## src/hw/rtl/panel_input_debounce_events_unit_assert.svh

```systemverilog
// ----------------------------------------------------------------------------
// Panel input debounce events: assertion macros
// Clocked concurrent assertion helpers, disabled while reset is active.
// ----------------------------------------------------------------------------
`ifndef PANEL_INPUT_DEBOUNCE_EVENTS_UNIT_ASSERT_SVH
`define PANEL_INPUT_DEBOUNCE_EVENTS_UNIT_ASSERT_SVH

// same-cycle implication
`define PIDE_ASSERT_SAME(label, ante, cons) \
    label: assert property (@(posedge clk) disable iff (!rst_n) (ante) |-> (cons)) \
        else $error("assertion failed");

// next-cycle implication
`define PIDE_ASSERT_NEXT(label, ante, cons) \
    label: assert property (@(posedge clk) disable iff (!rst_n) (ante) |=> (cons)) \
        else $error("assertion failed");

// invariant
`define PIDE_ASSERT_ALWAYS(label, cond) \
    label: assert property (@(posedge clk) disable iff (!rst_n) (cond)) \
        else $error("assertion failed");

`endif

```

## src/hw/rtl/pide_pkg.sv

```systemverilog
// ----------------------------------------------------------------------------
// pide_pkg
// Shared constants and types of the panel input debounce events unit.
// ----------------------------------------------------------------------------
package pide_pkg;

    localparam int POSITION_BITS = 16;
    localparam int KEY_BITS      = 8;
    localparam int SWITCH_BITS   = 4;
    localparam int SWITCH_POS_BITS = 3;
    localparam int BUTTON_DEPTH  = 4;
    localparam int KEY_DEPTH     = 4;
    localparam int SWITCH_DEPTH  = 4;

    localparam logic [SWITCH_BITS-1:0] SWITCH_MAX = 4'd5;

    typedef enum logic [2:0] {
        EV_NONE   = 3'd0,
        EV_MOVE   = 3'd1,
        EV_BUTTON = 3'd2,
        EV_KEY    = 3'd3,
        EV_SWITCH = 3'd4
    } event_kind_t;

    typedef enum logic {
        ACT_SAMPLE = 1'b0,
        ACT_READ   = 1'b1
    } action_t;

endpackage

```

## src/hw/rtl/panel_input_debounce_events_unit.sv

```systemverilog
// ----------------------------------------------------------------------------
// panel_input_debounce_events_unit
// Debounces panel inputs on sample transactions and reports one change event
// per read transaction.
// ----------------------------------------------------------------------------
// One transaction per cycle unless in_stall is high: a sample updates the
// debounce histories and current values at the edge it is accepted; a read
// loads its event into the output register at the edge it is accepted. The
// input side stalls only while a finished event waits in the output register.
// Button, key and switch change after four equal samples in a row; the switch
// takes only positions 0 to 5. A read reports the highest-ranked change since
// the previous read (position, button, key, switch) and drops lower-ranked changes seen at the same time.
// ----------------------------------------------------------------------------
`include "panel_input_debounce_events_unit_assert.svh"

module panel_input_debounce_events_unit
    import pide_pkg::*;
(
    input  logic                       clk,
    input  logic                       rst_n,

    input  logic                       in_valid,
    output logic                       in_stall,
    input  logic                       action,
    input  logic [POSITION_BITS-1:0]   enc_position,
    input  logic                       raw_button,
    input  logic [KEY_BITS-1:0]        raw_key,
    input  logic [SWITCH_BITS-1:0]     raw_switch,

    output logic                       out_valid,
    input  logic                       out_stall,
    output logic [2:0]                 event_kind,
    output logic [POSITION_BITS-1:0]   event_position,
    output logic                       event_pressed,
    output logic [KEY_BITS-1:0]        event_key,
    output logic [SWITCH_POS_BITS-1:0] event_switch
);

    logic [BUTTON_DEPTH-1:0]             button_hist_reg, button_hist_next;
    logic [KEY_DEPTH*KEY_BITS-1:0]       key_hist_reg, key_hist_next;
    logic [SWITCH_DEPTH*SWITCH_BITS-1:0] switch_hist_reg, switch_hist_next;

    logic [POSITION_BITS-1:0]   cur_position_reg, cur_position_next;
    logic                       cur_pressed_reg, cur_pressed_next;
    logic [KEY_BITS-1:0]        cur_key_reg, cur_key_next;
    logic [SWITCH_POS_BITS-1:0] cur_switch_reg, cur_switch_next;

    logic [POSITION_BITS-1:0]   last_position_reg;
    logic                       last_pressed_reg;
    logic [KEY_BITS-1:0]        last_key_reg;
    logic [SWITCH_POS_BITS-1:0] last_switch_reg;

    logic                       out_valid_reg, out_valid_next;
    event_kind_t                kind_reg, kind_next;
    logic [POSITION_BITS-1:0]   position_reg;
    logic                       pressed_reg;
    logic [KEY_BITS-1:0]        key_reg;
    logic [SWITCH_POS_BITS-1:0] switch_reg;

    logic in_accept;
    logic out_free;
    logic do_sample;
    logic do_read;
    logic key_equal;
    logic switch_equal;

    assign out_free  = !out_valid_reg || !out_stall;
    assign in_stall  = !out_free;
    assign in_accept = in_valid && !in_stall;
    assign do_sample = in_accept && (action_t'(action) == ACT_SAMPLE);
    assign do_read   = in_accept && (action_t'(action) == ACT_READ);

    always_comb
    begin
        button_hist_next = {button_hist_reg[BUTTON_DEPTH-2:0], raw_button};
        key_hist_next    = {key_hist_reg[(KEY_DEPTH-1)*KEY_BITS-1:0], raw_key};
        switch_hist_next = {switch_hist_reg[(SWITCH_DEPTH-1)*SWITCH_BITS-1:0], raw_switch};

        key_equal = 1'b1;
        for (int i = 1; i < KEY_DEPTH; i++)
        begin
            if (key_hist_next[i*KEY_BITS +: KEY_BITS] != key_hist_next[KEY_BITS-1:0])
            begin
                key_equal = 1'b0;
            end
        end

        switch_equal = (switch_hist_next[SWITCH_BITS-1:0] <= SWITCH_MAX);
        for (int i = 1; i < SWITCH_DEPTH; i++)
        begin
            if (switch_hist_next[i*SWITCH_BITS +: SWITCH_BITS]
                != switch_hist_next[SWITCH_BITS-1:0])
            begin
                switch_equal = 1'b0;
            end
        end

        cur_position_next = enc_position;

        cur_pressed_next = cur_pressed_reg;
        if (&button_hist_next)
        begin
            cur_pressed_next = 1'b1;
        end
        else if (!(|button_hist_next))
        begin
            cur_pressed_next = 1'b0;
        end

        cur_key_next = key_equal ? key_hist_next[KEY_BITS-1:0] : cur_key_reg;
        cur_switch_next = switch_equal ? switch_hist_next[SWITCH_POS_BITS-1:0]
                                       : cur_switch_reg;
    end

    always_comb
    begin
        priority if (last_position_reg != cur_position_reg)
        begin
            kind_next = EV_MOVE;
        end
        else if (last_pressed_reg != cur_pressed_reg)
        begin
            kind_next = EV_BUTTON;
        end
        else if (last_key_reg != cur_key_reg)
        begin
            kind_next = EV_KEY;
        end
        else if (last_switch_reg != cur_switch_reg)
        begin
            kind_next = EV_SWITCH;
        end
        else
        begin
            kind_next = EV_NONE;
        end

        out_valid_next = out_valid_reg;
        if (out_free)
        begin
            out_valid_next = do_read;
        end
    end

    always_ff @(posedge clk or negedge rst_n)
    begin
        if (!rst_n)
        begin
            button_hist_reg   <= '0;
            key_hist_reg      <= '0;
            switch_hist_reg   <= '0;
            cur_position_reg  <= '0;
            cur_pressed_reg   <= 1'b0;
            cur_key_reg       <= '0;
            cur_switch_reg    <= '0;
            last_position_reg <= '0;
            last_pressed_reg  <= 1'b0;
            last_key_reg      <= '0;
            last_switch_reg   <= '0;
            out_valid_reg     <= 1'b0;
        end
        else
        begin
            out_valid_reg <= out_valid_next;
            if (do_sample)
            begin
                button_hist_reg  <= button_hist_next;
                key_hist_reg     <= key_hist_next;
                switch_hist_reg  <= switch_hist_next;
                cur_position_reg <= cur_position_next;
                cur_pressed_reg  <= cur_pressed_next;
                cur_key_reg      <= cur_key_next;
                cur_switch_reg   <= cur_switch_next;
            end
            if (do_read)
            begin
                last_position_reg <= cur_position_reg;
                last_pressed_reg  <= cur_pressed_reg;
                last_key_reg      <= cur_key_reg;
                last_switch_reg   <= cur_switch_reg;
            end
        end
    end

    always_ff @(posedge clk)
    begin
        if (do_read)
        begin
            kind_reg     <= kind_next;
            position_reg <= cur_position_reg;
            pressed_reg  <= cur_pressed_reg;
            key_reg      <= cur_key_reg;
            switch_reg   <= cur_switch_reg;
        end
    end

    assign out_valid      = out_valid_reg;
    assign event_kind     = kind_reg;
    assign event_position = position_reg;
    assign event_pressed  = pressed_reg;
    assign event_key      = key_reg;
    assign event_switch   = switch_reg;

    `PIDE_ASSERT_NEXT(a_read_gives_event, do_read, out_valid_reg)
    `PIDE_ASSERT_NEXT(a_sample_no_event, do_sample, !out_valid_reg)
    `PIDE_ASSERT_NEXT(a_read_syncs_last, do_read,
        (last_position_reg == cur_position_reg) && (last_pressed_reg == cur_pressed_reg)
        && (last_key_reg == cur_key_reg) && (last_switch_reg == cur_switch_reg))
    `PIDE_ASSERT_ALWAYS(a_switch_range, {1'b0, cur_switch_reg} <= SWITCH_MAX)
    `PIDE_ASSERT_SAME(a_event_switch_range, out_valid_reg, {1'b0, switch_reg} <= SWITCH_MAX)

endmodule

```

## config.mk

```make
export PLATFORM = sky130hd
export DESIGN_NAME = panel_input_debounce_events_unit
export DESIGN_NICKNAME = d
export VERILOG_FILES = /design/src/hw/rtl/pide_pkg.sv /design/src/hw/rtl/panel_input_debounce_events_unit.sv
export VERILOG_INCLUDE_DIRS = /design/src /design/src/hw/rtl
export SDC_FILE = /design/constraint.sdc
export NUM_CORES = 1
export LEC_CHECK = 0
export BUFFER_PORTS_ARGS = -buffer_cell sky130_fd_sc_hd__buf_4
export CORE_MARGIN = 10
export CORE_UTILIZATION = 45
export CTS_CLUSTER_DIAMETER = 60
export CTS_CLUSTER_SIZE = 24
export DETAILED_ROUTE_END_ITERATION = 10
export HOLD_SLACK_MARGIN = 0.08
export PLACE_DENSITY = 0.67
export SLEW_MARGIN = 30
export SYNTH_ARGS = -nofsm -noshare
export SYNTH_HDL_FRONTEND = slang
export SYNTH_SLANG_ARGS = --single-unit
export TNS_END_PERCENT = 5
```

## constraint.sdc

```tcl
create_clock -name clk -period 2.35 [get_ports clk]
set_clock_uncertainty 0.05 [all_clocks]
set_input_delay 0.1175 -clock clk [delete_from_list [all_inputs] [get_ports clk]]
set_output_delay 0.1175 -clock clk [all_outputs]
set_load 0.02 [all_outputs]
```

==> impl_results.md <==
- IO Pins: 67
- Largest net degree at the start of global routing: between 40 and 50
- Hold_ws: roughly 0.17 ns
- Initial antenna violation count: 0
- Largest family of logic cells by synthesized area: multiplexers
- Area delta synth->final: 33.36%
- CP Launch Type: flop
- CTS sink cnt: about 130
- Synth Area in Simple Gates: 0.04836
- Outcome: finished clean
- Vias: between 2,000 and 3,000
- PwrDens: roughly 940 mW/mm^2
- Max_cap viols: 0
- Worst-Skew Late Latency: 0.41 ns
- Max rail drop VDD: between 0.0009 and 0.001 V
- Clock power share: 0.403
- Starting Density: 0.4641
- Longest Clk Path Bufs: 2
- Max-slew violation count: 0
- DRC violations left: 0
- Clock transition at path regs: about 0.06 ns
- Slowest CP cell: or4_1
- Fmax achieved: approximately 0.43 GHz
- Critical Path Fanout Max: 4
- Internal reg-to-reg setup slack: between 0.006 and 0.007 ns
- Yosys Warn Count: 0
- Height of the die: 126.4 microns
- Post-Syn Area per Cell: between 15 and 20 sq um
- Count of port buffers added during placement: 66
- Hold Path End: out_valid$_DFFE_PN0N_
- Reg-to-Reg End: cur_key_reg[7]$_DFFE_PN0P_
- HPWL after detailed placement: ~6500 microns
- Worst path required time: ~2.6 ns
- First-pass DRT Iterations: 4
- Mux contribution to synthesized area: 0.2054
- Fillers: roughly 810
- Post-Syn Instances: 326
- LEAKAGE: around 2.9 nW
- Area of the multi-input gates: between 0.0015 and 0.002 sq mm
- Final core occ: 0.6189
- First-pass GRT wire length: roughly 16,000 microns
- Synth Area in Compound Gates: 0.02430
- P_sw: 1.525 mW
- Vias in the first global route: around 3,100
- Avg WL per Cell: ~16 microns
- RSZ-0062 raised after global routing: true
- Asr flop ratio synth: 0.7559
- CP peak stage delay: 0.50 ns
- Crit path cell chain: or4_1 > a222oi_1 > o2111ai_2 > a211oi_4 > buf_6 > mux2_4
- Die W: about 130 microns
- Vias per std cell: about 5.0
- H-tree depth: 4
- Total CTS buffers: 17
- R2r startpoint: key_hist_reg[4]$_DFFE_PN0P_
- Comb power frac: 0.137
- Worst-Margin Slew: around 0.55 ns
- Congestion Overflow GR: 0
- Cell Int Power: 4.864 mW
- Core box area: 0.01098 sq mm
- Inst Count DP: 534
- XOR/XNOR Fraction of Synth Area: 0.05842
- Synthesized net count: 360
- Die ar.: ~0.016 sq mm
- Number of flip-flops in the largest register: 24
- All-layer global routing usage: 0.1219
- Post-Syn Area: 0.005097 sq mm
- Yosys cell types: 33
- Final ANT Viol Nets: 0
- Final wirelength: around 9400 microns
- Sequential share of the synthesized area: 0.6539
- Initial drt markers: approximately 210
- Sequential standard cell area: about 0.0033 sq mm
- Slew headroom: 0.6345
- Top_reg_cell synth: dfrtp_1
- Final nets: 480
- Pre-CTS WS: -0.04786 ns
- Fin crit share: 0.9971
- Synth Register Bits: roughly 130
- Fraction of power spent switching nets: 0.2387
- Ant. Diodes: 0
- Post-synthesis adder-cell area fraction: 0
- Root Buffer: clkbuf_16
- Critical path type: reg -> reg
- Layout cells sized above 1: 0.4488
- Fin cells: between 500 and 600
- CP delay by family, top: compound AO/OA/AOI/OAI gates
- Final WS setup: 0.006709 ns
- Worst Path Buf+Inv: 1
- Worst hold path class: in -> reg
- Post-synth EDFFs: 31
- CTS tree: done
- Worst Path Arrival: roughly 2.6 ns
- Flop pwr share: 0.461
- Final min period: about 2.3 ns
- Hold Path Cell Cnt: 4
- Fin. Hold Viols: 0
- Crit path capture type: flop
- # setup viols final: 0
- Hold Path Origin: in_valid
- # rows: 38
- RePlAce Congestion: around 0.7
- R2R depth: 6
## worst min-delay path, cell delays in order
cell and delay [ns]:
buf_4 0.08, nand3_1 0.07, buf_4 0.22, nand2_1 0.09
## how the worst max path moves through the flow
stage	startpoint	end	slack, ns	cells past startpoint
after floorplan	key_hist_reg[2]$_DFFE_PN0P_	cur_key_reg[0]$_DFFE_PN0P_	0.08	5
after global placement	key_hist_reg[2]$_DFFE_PN0P_	cur_key_reg[2]$_DFFE_PN0P_	0.06	6
after detailed placement	key_hist_reg[4]$_DFFE_PN0P_	cur_key_reg[7]$_DFFE_PN0P_	-0.05	6
after CTS	key_hist_reg[4]$_DFFE_PN0P_	cur_key_reg[7]$_DFFE_PN0P_	-0.04	6
after global routing	key_hist_reg[4]$_DFFE_PN0P_	cur_key_reg[7]$_DFFE_PN0P_	-0.1	6
final	key_hist_reg[4]$_DFFE_PN0P_	cur_key_reg[7]$_DFFE_PN0P_	0.007	6
## synth_stat cells, types with 2 or more instances
master	instances	area, sq um
nor2_1	2	7.510
edfxtp_1	31	930.9
a21oi_1	4	20.02
clkbuf_1	7	26.28
nor3_1	2	10.01
nor4_1	6	37.54
inv_1	3	11.26
xor2_1	19	166.4
or3_1	4	25.02
dfrtp_1	96	2402
mux2_2	93	1047
nand2_1	7	26.28
nand4_1	8	50.05
o21ai_0	2	10.01
xnor2_1	15	131.4
nand3_1	6	30.03
o31ai_1	2	15.01
buf_1	3	11.26
or4_1	2	15.01
## cells by family after synthesis
family	count (synthesis)
AOI/OAI and AO/OA	16
xor gates and xnor gates	34
and+or+nand+nor	43
DFF	127
buffers and inverters	13
muxes	93
## metal layers
layer | GRT usage | routed length, microns | up-vias | share of wire
met1 | 0.1472 | 4336 | 1463 | 0.46
met4 | 0.04421 | 131 | 0 | 0.014
met3 | 0.05123 | 516 | 10 | 0.055
met2 | 0.1914 | 4437 | 64 | 0.47
met5 | 0 | 0 | - | 0
li1 | - | - | 1452 | -
## power by group through the flow
stage                     registers [mW]  clock network [mW]  logic (mW)
after floorplan                     2.95                   0       0.546
final                               2.94                2.57       0.873
after CTS                           2.95                2.63       0.890
after global placement              2.96                   0       0.805
after global routing                3.00                2.74       0.965
after detailed placement            2.98                   0       0.826
## through the flow
stage                     instance area [sq um]  total power [mW]  TNS (ns)
after floorplan                            5097             3.499         0
after global placement                     5834             3.761         0
after detailed placement                   5834             3.811   -0.3455
after CTS                                  6798             6.465   -0.2884
after global routing                       6798             6.699   -0.7300
final                                      6798             6.389         0
## timing repair
action,CTS,global route
resized for setup,12,0
hold buffers,31,0
pin swaps,4,3
endpoints found under the setup margin,8,8
endpoints found under the hold margin,81,0
buffers inserted,2,0
## area by class of cell
class / instances / share of cell area
clock buffer: 20 / 0.06571
clock inverter: 12 / 0.02098
inverter: 3 / 0.001657
multi-input combinational: 186 / 0.2586
sequential: 127 / 0.4903
tap: 140 / 0.02577
timing repair buffer: 111 / 0.1369
## placed cells by master, fill, tap and decap left out, types with 2 or more instances in the layout
cell type and n:
dfrtp_1 96, mux2_2 85, buf_4 77, edfxtp_1 31
dlygate4sd3_1 31, xor2_1 19, clkbuf_16 17, xnor2_1 15
nand4_1 8, mux2_4 8, nand2_1 7, nand3_1 6
nor4_1 6, or3_1 4, a21oi_1 4, clkinvlp_4 4
inv_1 3, bufinv_16 3, clkinv_2 3, o31ai_1 2
nor3_1 2, or4_1 2, o21ai_0 2, nor2_1 2
clkbuf_1 2, clkinv_1 2, buf_6 2
(Power assumes the default switching activity.)
